--- src/rtl/q2e_pkg.sv ---
// ----------------------------------------------------------------------------
// q2e_pkg
// Shared widths, constants, types and angle tables of the quaternion to
// Euler angle converter.
// ----------------------------------------------------------------------------
`default_nettype none

package q2e_pkg;

   // Field widths of the channels.
   localparam int IN_W    = 16;
   localparam int ROLL_W  = 16;
   localparam int PITCH_W = 15;
   localparam int YAW_W   = 16;

   // Defaults of the top-level parameters.
   localparam int CORDIC_STEPS_DEF = 14;
   localparam int FRAC_BITS_DEF    = 14;
   localparam int ATAN_TAB_LEN     = 24;

   // Internal arithmetic widths.
   localparam int PROD_W    = 32;          // product of two components
   localparam int S_W       = 35;          // doubled sums, Q.28
   localparam int V_W       = 38;          // CORDIC vector, with gain headroom
   localparam int MAG_W     = 28;          // magnitude of an unsaturated sine
   localparam int N_W       = 58;          // radicand of the square root
   localparam int ISQ_STEPS = N_W / 2;     // one result bit per stage
   localparam int RT_W      = ISQ_STEPS;   // root width
   localparam int RM_W      = RT_W + 3;    // partial remainder width

   localparam int QUEUE_DEPTH = 4;

   // Fixed-point constants.
   localparam logic signed [S_W-1:0] Q28_ONE      = S_W'(64'sd1 << 28);
   localparam logic [N_W-1:0]        Q56_ONE      = N_W'(64'd1 << 56);
   localparam logic signed [15:0]    ANG_MAX_PI   = 16'sd25736;
   localparam logic signed [15:0]    ANG_MAX_HALF = 16'sd12868;
   localparam longint                HALF_PI_Q30  = 64'sd1686629713;

   // One classified item waiting between front and back.
   typedef struct packed {
      logic signed [S_W-1:0] sr;
      logic signed [S_W-1:0] cr;
      logic signed [S_W-1:0] sy;
      logic signed [S_W-1:0] cy;
      logic signed [S_W-1:0] sp;
      logic [MAG_W-1:0]      mag;
      logic                  clamp;
   } job_type;

   // Number of CORDIC iterations actually built.
   function automatic int steps_eff(input int steps);
      return (steps > ATAN_TAB_LEN) ? ATAN_TAB_LEN : steps;
   endfunction

   // atan(2^-i) in Q.30, rounded to nearest.
   function automatic longint atan_q30(input int i);
      longint v;
      v = 64'sd0;
      unique case (i)
         0:  v = 64'sd843314857;
         1:  v = 64'sd497837829;
         2:  v = 64'sd263043837;
         3:  v = 64'sd133525159;
         4:  v = 64'sd67021687;
         5:  v = 64'sd33543516;
         6:  v = 64'sd16775851;
         7:  v = 64'sd8388437;
         8:  v = 64'sd4194283;
         9:  v = 64'sd2097149;
         10: v = 64'sd1048576;
         11: v = 64'sd524288;
         12: v = 64'sd262144;
         13: v = 64'sd131072;
         14: v = 64'sd65536;
         15: v = 64'sd32768;
         16: v = 64'sd16384;
         17: v = 64'sd8192;
         18: v = 64'sd4096;
         19: v = 64'sd2048;
         20: v = 64'sd1024;
         21: v = 64'sd512;
         22: v = 64'sd256;
         23: v = 64'sd128;
         default: v = 64'sd0;
      endcase
      return v;
   endfunction

   // Q.30 angle to the accumulator format, round half up.
   function automatic longint q30_to_ang(input longint v, input int frac);
      int s;
      s = 30 - frac;
      if (s == 0) begin
         return v;
      end
      return (v + (64'sd1 <<< (s - 1))) >>> s;
   endfunction

endpackage

`default_nettype wire

--- src/rtl/q2e_queue.sv ---
// ----------------------------------------------------------------------------
// q2e_queue
// Short first-in first-out queue between the front and the back pipelines.
// ----------------------------------------------------------------------------
`default_nettype none

module q2e_queue #(
   parameter int DEPTH = q2e_pkg::QUEUE_DEPTH
) (
   input  wire logic             clock,
   input  wire logic             reset,
   input  wire logic             push,
   input  wire q2e_pkg::job_type push_job,
   output logic                  full,
   input  wire logic             pop,
   output q2e_pkg::job_type      pop_job,
   output logic                  not_empty
);

   localparam int PTR_W = (DEPTH > 1) ? $clog2(DEPTH) : 1;
   localparam int CNT_W = $clog2(DEPTH + 1);
   localparam logic [PTR_W-1:0] LAST = PTR_W'(DEPTH - 1);

   q2e_pkg::job_type  store_ff [DEPTH];
   logic [PTR_W-1:0]  wr_ptr_ff, wr_ptr_in;
   logic [PTR_W-1:0]  rd_ptr_ff, rd_ptr_in;
   logic [CNT_W-1:0]  count_ff, count_in;
   logic              do_pop;

   assign full      = (count_ff == CNT_W'(DEPTH));
   assign not_empty = (count_ff != '0);
   assign do_pop    = pop & not_empty;
   assign pop_job   = store_ff[rd_ptr_ff];

   // Pointer and fill count update.
   always_comb begin
      wr_ptr_in = wr_ptr_ff;
      rd_ptr_in = rd_ptr_ff;
      count_in  = count_ff;
      if (push) begin
         wr_ptr_in = (wr_ptr_ff == LAST) ? '0 : wr_ptr_ff + 1'b1;
      end
      if (do_pop) begin
         rd_ptr_in = (rd_ptr_ff == LAST) ? '0 : rd_ptr_ff + 1'b1;
      end
      if (push && !do_pop) begin
         count_in = count_ff + 1'b1;
      end else if (!push && do_pop) begin
         count_in = count_ff - 1'b1;
      end
   end

   always_ff @(posedge clock) begin
      if (reset) begin
         wr_ptr_ff <= '0;
         rd_ptr_ff <= '0;
         count_ff  <= '0;
      end else begin
         wr_ptr_ff <= wr_ptr_in;
         rd_ptr_ff <= rd_ptr_in;
         count_ff  <= count_in;
      end
   end

   // Entry storage.
   always_ff @(posedge clock) begin
      if (push) begin
         store_ff[wr_ptr_ff] <= push_job;
      end
   end

endmodule

`default_nettype wire

--- config.mk ---
export PLATFORM = sky130hd
export DESIGN_NAME = q2e_queue
export DESIGN_NICKNAME = d
export VERILOG_FILES = /design/src/rtl/q2e_pkg.sv /design/src/rtl/q2e_queue.sv
export SDC_FILE = /design/constraint.sdc
export NUM_CORES = 1
export LEC_CHECK = 0
export ABC_AREA = 1
export BUFFER_PORTS_ARGS = -buffer_cell sky130_fd_sc_hd__buf_2
export CAP_MARGIN = 20
export CORE_ASPECT_RATIO = 1.4
export CORE_MARGIN = 3
export CORE_UTILIZATION = 55
export CTS_BUF_LIST = sky130_fd_sc_hd__clkbuf_8 sky130_fd_sc_hd__clkbuf_16
export DETAILED_ROUTE_END_ITERATION = 10
export GPL_TIMING_DRIVEN = 0
export HOLD_SLACK_MARGIN = 0.15
export PLACE_DENSITY = 0.86
export SLEW_MARGIN = 20
export SYNTH_ARGS = -nofsm -noshare
export SYNTH_HDL_FRONTEND = slang
export SYNTH_SLANG_ARGS = --single-unit
export TNS_END_PERCENT = 10
--- constraint.sdc ---
create_clock -name clock -period 10.45 [get_ports clock]
set_input_delay 0.5225 -clock clock [delete_from_list [all_inputs] [get_ports clock]]
set_output_delay 0.5225 -clock clock [all_outputs]
set_load 0.005 [all_outputs]
# Word-level counts from Yosys, hierarchy flattened
# Memory sizes are Yosys's and may differ from the RTL's. A register that Yosys moved wholly into a read port is not among the register bits.
# Cells that the tools add are included.
[word_totals]
ram_bits = 816
memories = 1
regBits = 7
rom_bits = 0
latch_bits = 0
[memory_table]
columns = ["name", "depth", "word_bits", "rd", "rd_clocked_by_memory_dff", "wr", "line", "source"]
rows = [
  ["store_ff", 4, 204, 1, 1, 1, "q2e_queue.sv:24", "q2e_pkg::job_type store_ff [DEPTH];"],
]
[classes]
addsub = 4
n_reduce_logical = 6
mul = 0
n_bitwise = 1
shifts = 0
muxes = 8
n_eq_ne = 3
magnitude_cmp = 0
div = 0
[op_table]
columns = ["op", "n"]
rows = [
  ["2-bit two-way mux", 4],
  ["3-bit two-way mux", 2],
  ["2-bit by 1-bit adder with 2-bit output (second input constant)", 2],
  ["2-bit == test (second input constant)", 2],
  ["3-bit by 1-bit adder with 3-bit output (second input constant)", 1],
  ["3-bit == test (second input constant)", 1],
  ["3-bit nonzero test", 1],
  ["3-bit by 1-bit subtractor with 3-bit output (second input constant)", 1],
  ["1-bit logical AND", 2],
  ["1-bit zero test", 2],
  ["1-bit two-way mux", 2],
  ["2-bit nonzero test", 1],
  ["1-bit AND", 1],
]

# Logic depth before layout (Yosys ltp)
[depth]
word_depth = 5
depth_mapped = 12
mapped_depth_nobuf = 12

# Least setup slack after synthesis
# No wires, ideal clock.
[synth_path]
kind = "register to register"
start = "reg wr_ptr_ff[0]"
end = "mem store_ff[3][0] in the netlist's numbering (enable)"
path_stages_with_launch = 4
slack_ns = 5.386
t_arrival_ns = 4.508
path_cell_list = "dfxtp_1 > ha_1 > nand2_1 > inv_1"
[synth_lines]
columns = ["item", "line", "source"]
rows = [
  ["start, declared", "q2e_queue.sv:25", "logic [PTR_W-1:0] wr_ptr_ff, wr_ptr_in;"],
  ["start signal, assigned", "q2e_queue.sv:59", "wr_ptr_ff <= wr_ptr_in;"],
  ["end, declared", "q2e_queue.sv:24", ""],
]
# No word-level cell before the write port.

==> results.tsv <==
stage	metric	value	unit
routing	num_vias	21500	
clocking	postCtsSetupBuffers	0	
placement	io_buffers	413	
grt	grt_max_degree	90	
critical_path	path_class	register to output port	
clocking	clockRootBuffer	clkbuf_16	
placement	dp_cells	3178	
grt	grt_antenna_before_repair	8	
grt	grt_pass1_wl	131000	um
final_layout	layout_common_cells	816 x edfxtp_1, 444 x buf_2, 418 x nor2_1, 381 x o21ai_0, 205 x dlygate4sd3_1	
min_path	hold_depth	4	
logic_synthesis	avgSynthCellArea	15.0	um2
floorplanning	initial_core_util	55.9	%
routing	wire_per_inst	24.7	um
sta	tightest_slew	0.640	ns
clocking	insertion_delay	0.60	ns
min_path	min_path_type	primary input to register	
critical_path	arrival	3.11	ns
final_layout	layout.nets	2954	
critical_path	ff2ff_setup_slack	8.34	ns
logic_synthesis	synth_seq_cells	825	
critical_path	ff2ff_path_depth	4	
sta	clock.fmax	276	MHz
placement	dp_hpwl	49600	um
routing	drtPass1Iterations	5	
sta	fin_tns_setup	0	ns
grt	grt_use_total	29.3	%
min_path	hold_path_end	rd_ptr_ff[1]	
floorplanning	core_area	54500	um2
final_layout	fin_util	70.1	%
clocking	clock-sinks	825	
logic_synthesis	ys_seq_area_share	81.0	%
logic_synthesis	syn_area	30500	um2
critical_path	start_kind	register	
sta	rsz0062_at_grt	no	
sta	period_share	34.7	%
routing	ant_nets	0	
critical_path	rr_endpoint	store_ff[3][101]	
critical_path	end_kind	output port	
sta	setup_viol	0	
pwr	fin_total_pwr	8970	uW
final_layout	drive_gt1_share	20.7	%
final_layout	fin_cells	3526	
clocking	cts_tree	yes	
critical_path	cp.required	9.93	ns
floorplanning	dieArea	58300	um2
clocking	htreeDepth	3	
logic_synthesis	synth_cell_types	21	
clocking	cts_made_buffers	75	
sta	min_period	3.63	ns
routing	drc_errors	0	
floorplanning	fp.dieW	205	um
sta	slew_headroom	57.4	%
final_layout	layout_commonest_cell	edfxtp_1	
grt	grt_pass1_vias	22200	
sta	finalMaxSlewViolations	0	
run_status	status	completed	
logic_synthesis	synth_nets	2251	
routing	drt_iter0_drc	2425	
final_layout	area_growth_syn_to_layout	25.3	%
routing	viasPerCell	6.11	
critical_path	rr_startpoint	wr_ptr_ff[0]	
pwr	power_per_cell_area	235	nW/um2
grt	grt_overflow	0	
floorplanning	dieHeight	284	um
floorplanning	row_count	101	
floorplanning	pin_count	414	
pwr	peakVddDrop	0.211	mV
flow_run	cap_violations	0	
logic_synthesis	synth_cells	2036	
placement	gp_congestion	0.827	
clocking	ctsHoldBuffers	205	
pwr	power.leakage	0.0135	uW
clocking	cts_max_path_buffers	3	
clocking	cts_resized	0	
min_path	min_from	pop	
sta	fin_skew	0.0228	ns
critical_path	crit_fanout	10	
clocking	clk_pin_slew	0.06	ns
logic_synthesis	yosys_warnings	0	
sta	hold_violations	0	
routing	routed_wl	86900	um
[synthesized netlist by cell type]
master / count / share of area (%)
o21ai_1: 29 / 0.48
ha_1: 6 / 0.25
o22ai_1: 204 / 4.2
nor3_1: 2 / 0.033
buf_2: 31 / 0.51
dfxtp_1: 9 / 0.59
inv_2: 1 / 0.012
fa_1: 1 / 0.066
buf_4: 13 / 0.32
xor2_1: 1 / 0.029
nand4_1: 1 / 0.021
nand2_1: 13 / 0.16
inv_1: 15 / 0.18
edfxtp_1: 816 / 80
clkbuf_1: 86 / 1.1
o21ai_0: 381 / 6.3
a21oi_1: 3 / 0.049
nand3_1: 1 / 0.016
nand3b_1: 1 / 0.025
buf_6: 4 / 0.15
nor2_1: 418 / 5.2
[flip-flops by register name, indices dropped and copies added (netlist names), named ones only]
name	count
wr_ptr_ff	2
rd_ptr_ff	2
store_ff	816
count_ff	3
[where the power goes]
group          switching (uW)  internal [uW]  total, uW
sequential               50.3           3790       3840
combinational            1600            809       2410
clock                    1200           1520       2720
[per-layer routing]
metal	vias up	global-route usage, %	wire length [um]
li1	9133	-	-
met1	10500	34.2	28700
met2	1618	53.0	46100
met3	288	5.44	8230
met4	0	12.4	3820
met5	-	0	0
[how the worst max path moves through the flow]
stage	cells past startpoint	startpoint	slack, ns	to
CTS	6	register	6.73	pop_job[72]
floorplan	3	wr_ptr_ff[0]	5.39	store_ff[3][0]
global placement	3	push	2.31	store_ff[0][104]
global route	6	register	6.69	pop_job[72]
detailed placement	6	register	7.38	pop_job[72]
finish	6	register	6.82	pop_job[72]
[final cells by class]
class / instances / area, um2
clock buffers: 77 / 1930
diodes: 8 / 20.0
repair buffers: 626 / 4340
multi-input cells: 1061 / 5090
inverters: 16 / 90.1
plain buffers: 134 / 621
flip-flops and latches: 825 / 24700
fillers: 3185 / 16300
well taps: 721 / 902
clock inverters: 58 / 497
[critical path: stages (launching register included)]
cell,delay [ns]
dfxtp_1,0.46
inv_1,0.34
buf_2,0.46
clkbuf_1,0.49
o21ai_0,0.17
o22ai_1,0.38
buf_2,0.20
[cell families after synthesis]
| group | share of synthesized area [%] |
|---|---|
| xor+xnor | 0.0288 |
| simple gates | 5.41 |
| buf+inv | 2.23 |
| compound gates | 11.0 |
| flops | 81.0 |
| fa+ha+maj | 0.312 |
[through the flow]
stage	setup WS (ns)	hold WS [ns]	area (um2)
CTS	6.73	0.219	38200
finish	6.82	0.252	38200
global route	6.69	0.292	38200
global placement	2.31	0.498	33400
floorplan	5.39	0.483	30500
detailed placement	7.38	0.532	33700
(Power assumes the default switching activity.)
