--- src/rtl/q2e_pkg.sv ---
// ----------------------------------------------------------------------------
// q2e_pkg
// Shared widths, constants, types and angle tables of the quaternion to
// Euler angle converter.
// ----------------------------------------------------------------------------
`default_nettype none

package q2e_pkg;

   // Field widths of the channels.
   localparam int IN_W    = 16;
   localparam int ROLL_W  = 16;
   localparam int PITCH_W = 15;
   localparam int YAW_W   = 16;

   // Defaults of the top-level parameters.
   localparam int CORDIC_STEPS_DEF = 14;
   localparam int FRAC_BITS_DEF    = 14;
   localparam int ATAN_TAB_LEN     = 24;

   // Internal arithmetic widths.
   localparam int PROD_W    = 32;          // product of two components
   localparam int S_W       = 35;          // doubled sums, Q.28
   localparam int V_W       = 38;          // CORDIC vector, with gain headroom
   localparam int MAG_W     = 28;          // magnitude of an unsaturated sine
   localparam int N_W       = 58;          // radicand of the square root
   localparam int ISQ_STEPS = N_W / 2;     // one result bit per stage
   localparam int RT_W      = ISQ_STEPS;   // root width
   localparam int RM_W      = RT_W + 3;    // partial remainder width

   localparam int QUEUE_DEPTH = 4;

   // Fixed-point constants.
   localparam logic signed [S_W-1:0] Q28_ONE      = S_W'(64'sd1 << 28);
   localparam logic [N_W-1:0]        Q56_ONE      = N_W'(64'd1 << 56);
   localparam logic signed [15:0]    ANG_MAX_PI   = 16'sd25736;
   localparam logic signed [15:0]    ANG_MAX_HALF = 16'sd12868;
   localparam longint                HALF_PI_Q30  = 64'sd1686629713;

   // One classified item waiting between front and back.
   typedef struct packed {
      logic signed [S_W-1:0] sr;
      logic signed [S_W-1:0] cr;
      logic signed [S_W-1:0] sy;
      logic signed [S_W-1:0] cy;
      logic signed [S_W-1:0] sp;
      logic [MAG_W-1:0]      mag;
      logic                  clamp;
   } job_type;

   // Number of CORDIC iterations actually built.
   function automatic int steps_eff(input int steps);
      return (steps > ATAN_TAB_LEN) ? ATAN_TAB_LEN : steps;
   endfunction

   // atan(2^-i) in Q.30, rounded to nearest.
   function automatic longint atan_q30(input int i);
      longint v;
      v = 64'sd0;
      unique case (i)
         0:  v = 64'sd843314857;
         1:  v = 64'sd497837829;
         2:  v = 64'sd263043837;
         3:  v = 64'sd133525159;
         4:  v = 64'sd67021687;
         5:  v = 64'sd33543516;
         6:  v = 64'sd16775851;
         7:  v = 64'sd8388437;
         8:  v = 64'sd4194283;
         9:  v = 64'sd2097149;
         10: v = 64'sd1048576;
         11: v = 64'sd524288;
         12: v = 64'sd262144;
         13: v = 64'sd131072;
         14: v = 64'sd65536;
         15: v = 64'sd32768;
         16: v = 64'sd16384;
         17: v = 64'sd8192;
         18: v = 64'sd4096;
         19: v = 64'sd2048;
         20: v = 64'sd1024;
         21: v = 64'sd512;
         22: v = 64'sd256;
         23: v = 64'sd128;
         default: v = 64'sd0;
      endcase
      return v;
   endfunction

   // Q.30 angle to the accumulator format, round half up.
   function automatic longint q30_to_ang(input longint v, input int frac);
      int s;
      s = 30 - frac;
      if (s == 0) begin
         return v;
      end
      return (v + (64'sd1 <<< (s - 1))) >>> s;
   endfunction

endpackage

`default_nettype wire

--- src/rtl/q2e_cordic.sv ---
// ----------------------------------------------------------------------------
// q2e_cordic
// Pipelined CORDIC vectoring unit for atan2(y, x): quadrant pre-rotation,
// one iteration per stage, then rounding to Q3.13 and saturation.
// ----------------------------------------------------------------------------
`default_nettype none

module q2e_cordic #(
   parameter int                 CORDIC_STEPS = q2e_pkg::CORDIC_STEPS_DEF,
   parameter int                 FRAC_BITS    = q2e_pkg::FRAC_BITS_DEF,
   parameter logic signed [15:0] LIMIT        = q2e_pkg::ANG_MAX_PI
) (
   input  wire logic                              clock,
   input  wire logic                              enable,
   input  wire logic signed [q2e_pkg::V_W-1:0]    y_in,
   input  wire logic signed [q2e_pkg::V_W-1:0]    x_in,
   output logic signed [15:0]                     angle
);

   localparam int NS = q2e_pkg::steps_eff(CORDIC_STEPS);
   localparam int VW = q2e_pkg::V_W;
   localparam int ZW = FRAC_BITS + 4;
   localparam int AW = ZW + 14;
   localparam logic signed [ZW-1:0] HALF_PI_ANG =
      ZW'(q2e_pkg::q30_to_ang(q2e_pkg::HALF_PI_Q30, FRAC_BITS));

   logic signed [VW-1:0] x_ff    [0:NS];
   logic signed [VW-1:0] y_ff    [0:NS];
   logic signed [ZW-1:0] z_ff    [0:NS];
   logic                 zero_ff [0:NS];
   logic signed [15:0]   angle_ff;
   logic signed [AW-1:0] ext, conv, lim;

   // Quadrant pre-rotation; a zero vector is marked and gives angle zero.
   always_ff @(posedge clock) begin
      if (enable) begin
         zero_ff[0] <= (x_in == '0) && (y_in == '0);
         if (x_in < 0) begin
            if (y_in >= 0) begin
               x_ff[0] <= y_in;
               y_ff[0] <= -x_in;
               z_ff[0] <= HALF_PI_ANG;
            end else begin
               x_ff[0] <= -y_in;
               y_ff[0] <= x_in;
               z_ff[0] <= -HALF_PI_ANG;
            end
         end else begin
            x_ff[0] <= x_in;
            y_ff[0] <= y_in;
            z_ff[0] <= '0;
         end
      end
   end

   // Micro-rotations, driving y towards zero.
   for (genvar i = 0; i < NS; i++) begin : g_iter
      localparam logic signed [ZW-1:0] ATAN_I =
         ZW'(q2e_pkg::q30_to_ang(q2e_pkg::atan_q30(i), FRAC_BITS));
      logic signed [VW-1:0] xs, ys;

      assign xs = x_ff[i] >>> i;
      assign ys = y_ff[i] >>> i;

      always_ff @(posedge clock) begin
         if (enable) begin
            zero_ff[i+1] <= zero_ff[i];
            if (y_ff[i] > 0) begin
               x_ff[i+1] <= x_ff[i] + ys;
               y_ff[i+1] <= y_ff[i] - xs;
               z_ff[i+1] <= z_ff[i] + ATAN_I;
            end else begin
               x_ff[i+1] <= x_ff[i] - ys;
               y_ff[i+1] <= y_ff[i] + xs;
               z_ff[i+1] <= z_ff[i] - ATAN_I;
            end
         end
      end
   end

   // Conversion of the accumulated angle to Q3.13.
   assign ext = zero_ff[NS] ? '0 : AW'(z_ff[NS]);
   assign lim = AW'(LIMIT);

   if (FRAC_BITS > 13) begin : g_round
      localparam int SH = FRAC_BITS - 13;
      assign conv = (ext + (AW'(1) <<< (SH - 1))) >>> SH;
   end else if (FRAC_BITS == 13) begin : g_same
      assign conv = ext;
   end else begin : g_widen
      localparam int SL = 13 - FRAC_BITS;
      assign conv = ext <<< SL;
   end

   // Saturation to the angle limit.
   always_ff @(posedge clock) begin
      if (enable) begin
         if (conv > lim) begin
            angle_ff <= LIMIT;
         end else if (conv < -lim) begin
            angle_ff <= -LIMIT;
         end else begin
            angle_ff <= conv[15:0];
         end
      end
   end

   assign angle = angle_ff;

endmodule

`default_nettype wire

--- config.mk ---
export PLATFORM = sky130hd
export DESIGN_NAME = q2e_cordic
export DESIGN_NICKNAME = d
export VERILOG_FILES = /design/src/rtl/q2e_pkg.sv /design/src/rtl/q2e_cordic.sv
export SDC_FILE = /design/constraint.sdc
export NUM_CORES = 2
export LEC_CHECK = 0
export CAP_MARGIN = 20
export CORE_ASPECT_RATIO = 1.75
export CORE_MARGIN = 3
export CORE_UTILIZATION = 45
export DETAILED_ROUTE_END_ITERATION = 8
export DONT_BUFFER_PORTS = 1
export GPL_TIMING_DRIVEN = 1
export SYNTH_ARGS = -nofsm -noshare
export SYNTH_HDL_FRONTEND = slang
export SYNTH_SLANG_ARGS = --single-unit
--- constraint.sdc ---
create_clock -name clock -period 9.65 [get_ports clock]
set_input_delay 1.4475 -clock clock [delete_from_list [all_inputs] [get_ports clock]]
set_output_delay 1.4475 -clock clock [all_outputs]
set_load 0.01 [all_outputs]
# Word-level counts from Yosys, hierarchy flattened
# Memory sizes are Yosys's and may differ from the RTL's.
# Index checks and enable logic that the tools add are counted.
[word_totals]
output_inout_bits = 16
input_bits = 78
register_bits = 16
ram_bits = 1425
n_memories = 4
[op_classes]
bitwise = 48
n_lt_le_gt_ge = 18
n_reduce_logical = 4
n_mux = 147
n_addsub = 86
[mem_list]
columns = ["memory", "words", "word_bits", "rd", "rd_clocked_by_memory_dff", "wr", "line_no", "rtl"]
rows = [
  ["x_ff", 15, 38, 14, 0, 15, "q2e_cordic.sv:27", "logic signed [VW-1:0] x_ff [0:NS];"],
  ["y_ff", 15, 38, 14, 0, 15, "q2e_cordic.sv:28", "logic signed [VW-1:0] y_ff [0:NS];"],
  ["z_ff", 15, 18, 15, 0, 15, "q2e_cordic.sv:29", "logic signed [ZW-1:0] z_ff [0:NS];"],
  ["zero_ff", 15, 1, 15, 0, 15, "q2e_cordic.sv:30", "logic zero_ff [0:NS];"],
]
[ops]
columns = ["op", "n"]
rows = [
  ["two-way mux 38 bit", 32],
  ["greater-than comparator 38 x 1 -> 1 bit (second input constant)", 14],
  ["two-way mux 18 bit", 16],
  ["two-way mux 1 bit", 97],
  ["adder 38 x 25 -> 38 bit", 2],
  ["adder 38 x 26 -> 38 bit", 2],
  ["adder 38 x 27 -> 38 bit", 2],
  ["adder 38 x 28 -> 38 bit", 2],
  ["adder 38 x 29 -> 38 bit", 2],
  ["adder 38 x 30 -> 38 bit", 2],
  ["adder 38 x 31 -> 38 bit", 2],
  ["adder 38 x 32 -> 38 bit", 2],
  ["adder 38 x 33 -> 38 bit", 2],
  ["adder 38 x 34 -> 38 bit", 2],
  ["adder 38 x 35 -> 38 bit", 2],
  ["adder 38 x 36 -> 38 bit", 2],
  ["adder 38 x 37 -> 38 bit", 2],
  ["zero test 38 bit", 2],
  ["negator 38 bit", 2],
  ["subtractor 38 x 25 -> 38 bit", 2],
  ["subtractor 38 x 26 -> 38 bit", 2],
  ["subtractor 38 x 27 -> 38 bit", 2],
  ["subtractor 38 x 28 -> 38 bit", 2],
  ["subtractor 38 x 29 -> 38 bit", 2],
  ["other kinds (46)", 104],
]

# Depth between registers and ports, before layout
[logic_depth]
depth_word = 7
depth_mapped = 25
depth_no_buf = 23

# Least setup slack after synthesis
# OpenSTA, ideal clock, no wires.
[synth_path]
kind = "register to register"
start = "mem y_ff[1][86] in the netlist's numbering"
end = "mem y_ff[1][150] in the netlist's numbering, data pin"
synth_period_minus_slack_ns = 6.152
path_stages_with_launch = 24
arrival_time_ns = 5.978
slack_ns = 3.498
setup_ns = 0.174
path_cell_list = "edfxtp_1 > inv_1 > ha_1 > or3b_2 > or4_1 > nor4_4 > nand3_1 > nor4_1 > a21oi_1 > inv_1 > buf_2 > nor2_1 > xor2_1 > ha_1 > nor2b_1 > o21ai_0 > a21oi_1 > o41ai_1 > o211ai_1 > a31oi_1 > a211oi_1 > or3b_2 > nor3b_1 > a311oi_1"
[synth_lines]
columns = ["element", "line_no"]
rows = [
  ["from (decl)", "q2e_cordic.sv:28"],
]

==> flow_summary.json <==
{
  "status": "finished, final reports clean",
  "cts_max_level": 4,
  "area_growth_pct": 9.21,
  "drc": 0,
  "ios": 94,
  "nNetsFinal": 13793,
  "fin_area_um2": 124000,
  "worstPathRequired_ns": 10.23,
  "crit_path_top_delay_cell": "buf_16",
  "regArea_um2": 38400,
  "syn-num-nets": 13651,
  "hpwl_um": 351000,
  "portBuffers": 0,
  "clock_sinks": 1280,
  "path_delay_family": "buffers and inverters",
  "cp_slowest_stage_delay_ns": 0.71,
  "cts_root_buf": "clkbuf_16",
  "fp.dieW_um": 386,
  "cts_tree": "yes",
  "crit_top_cell": "buf_4",
  "ant_nets": 0,
  "die_area_um2": 259000,
  "rsz0062_at_grt": "false",
  "die_y_um": 671,
  "drive_gt1_share_pct": 5.60,
  "worstPathArrival_ns": 9.26,
  "dr.pass1.iters": 9,
  "clock_skew_ns": 0.0758,
  "via_per_inst": 6.08,
  "clk_path_buf_depth": 4,
  "hold_violations": 0,
  "cp.buffers_inverters": 7,
  "max_freq_mhz": 115,
  "hold_buffers": 0,
  "synth_edf_count": 1280,
  "multi_input_area_um2": 72100,
  "route.vias.total": 97274,
  "grt_usage_pct": 32.4,
  "setup_viol": 0,
  "core_area_um2": 251000,
  "clock_latency_ns": 0.87,
  "critical_path_class": "in -> reg",
  "rows": 243,
  "postCtsSetupRepairBufs": 0,
  "synthSimpleGateAreaFrac_pct": 15.3,
  "maxCapViolCount": 0,
  "period_needed_ns": 8.68,
  "cts.repair.resized": 0,
  "grt_max_degree": 254,
  "synthMuxAreaShare_pct": 0.583,
  "path_clk_slew_ns": 0.06,
  "synth.distinct_cells": 94,
  "grt_pass1_vias": 100260,
  "wire_per_inst_um": 26.9,
  "cp_cell_sequence": "buf_16 -> buf_16 -> buf_16 -> nand3b_1 -> nor4_1 -> and3_1 -> nand3_1 -> and2_2 -> buf_4 -> a21o_1 -> fa_1 -> nand2b_1 -> a21oi_1 -> o211ai_1 -> a21oi_1 -> o31ai_1 -> o21ai_0 -> buf_4 -> a41oi_1 -> buf_4 -> o31ai_1 -> buf_4 -> a31oi_1 -> xnor2_1",
  "layout_commonest_cell": "edfxtp_1",
  "final_cell_mix": "1280 x edfxtp_1, 1156 x ha_1, 1131 x a21oi_1",
  "yosys_warnings": 0,
  "endpoint_kind": "flip-flop",
  "detailed_place.area_um2": 119000,
  "dp.cells": 15670,
  "drv_slew": 0,
  "cts_buffers": 149,
  "synth_compound_area_share_pct": 20.9,
  "max_slew_margin_pct": 1.87,
  "synth_fa_ha_area_share_pct": 13.4,
  "synthXorXnorAreaFrac_pct": 13.0,
  "place.gp.congestion": 1.14,
  "antenna_found_initial": 32,
  "synth_top_family_by_area": "compound AO/OA/AOI/OAI gates",
  "reg2reg_slack_ns": 1.53,
  "synthesis.area_um2": 114000,
  "synth_seq_area_share_pct": 33.8,
  "min_path_type": "reg -> reg",
  "synth_cells": 12379,
  "totalWireLength_um": 430000,
  "fillerInstances": 23618,
  "ys_ff_latch": 1280,
  "fin_cells": 16008,
  "grt_pass1_wl_um": 622000,
  "startpoint_type": "input pin",
  "async_reset_ff_share_pct": 0,
  "dr.first_iter.drc_count": 5003,
  "ys.flop_type": "edfxtp_1",
  "tightestPinTransition_ns": 1.47,
  "grt_overflow": 0,
  "period_share_pct": 89.9,
  "syn-mean-instance-area_um2": 9.19,
  "critPathMaxFanout": 230,
  "initial_core_util_pct": 45.4
}
[Yosys cell counts, drive strengths merged, types with 30 or more instances]
cell type     n  area, um^2
o21bai      137        1040
nor3        329        1650
edfxtp     1280       38400
xnor2      1089        9540
o21ai       751        3760
o31ai       213        1600
and3        115         719
xor2        599        5250
o41ai        98         858
nor2        972        3650
a21o        525        3940
nand4       112         701
o31a         36         315
mux2i        37         370
a21oi      1137        5700
nor4        137         885
nor2b       176        1100
buf          33         140
and2         68         425
a211o        30         263
inv         617        2320
nand2       774        2910
a21boi       68         510
a221oi       32         280
a2111oi      41         359
a211oi       86         646
o211ai       69         518
o311ai       31         272
or4          94         717
nand2b      194        1210
or3         119         744
nand3       232        1160
fa           38         761
or2          64         400
a31o         35         307
ha         1156       14500
clkbuf      261         981
o21a        143        1070
a31oi        82         513
[final timing paths]
| kind | startpoint | end | depth (start not counted) |
|---|---|---|---|
| worst max-delay path | enable | x_ff[0][110]$_DFFE_PP_ | 24 |
| worst min register to register | z_ff[0][91]$_DFFE_PP_ | z_ff[0][109]$_DFFE_PP_ | 0 |
| worst max register to register | y_ff[0][81]$_DFFE_PP_ | y_ff[0][148]$_DFFE_PP_ | 24 |
| worst min-delay path | z_ff[0][91]$_DFFE_PP_ | z_ff[0][109]$_DFFE_PP_ | 0 |
[flip-flops by register name (all words and copies together) (netlist names)]
register and cells:
y_ff 531, x_ff 482, z_ff 236, angle 16, zero_ff 15
[cells by family after synthesis]
kind of cell | after synthesis
mux | 63
simple gates | 3522
compound gates | 3713
fa+ha+maj | 1194
flops | 1280
xor+xnor | 1688
buf+inv | 919
[layout make-up]
cell class | count | area share, %
multi-input cells | 10180 | 58.0
flip-flops and latches | 1280 | 30.9
inverters | 625 | 1.89
repair buffers | 285 | 1.87
clock inverters | 88 | 0.747
diodes | 72 | 0.145
clock buffers | 171 | 3.10
well taps | 3307 | 3.33
[layer usage]
metal / track usage (%) / routed length, um
met5: 0 / 82
met4: 40.0 / 63800
met3: 5.55 / 15800
met1: 21.7 / 109000
met2: 64.6 / 241000
[per-stage QoR]
step | utilization (%) | hold WS [ns] | setup slack, ns | TNS, ns
floorplan | - | 0.400 | 3.50 | 0
global placement | 47.5 | 0.401 | -0.0496 | -0.0496
detailed placement | 47.5 | 0.405 | -0.0980 | -0.190
CTS | 49.4 | 0.400 | 0.762 | 0
global route | 49.5 | 0.410 | 0.522 | 0
finish | 49.5 | 0.395 | 0.972 | 0
Power is left out: the tool's default activity adds up to more than one toggle a clock period on the data nets, which glitch-free logic cannot reach.
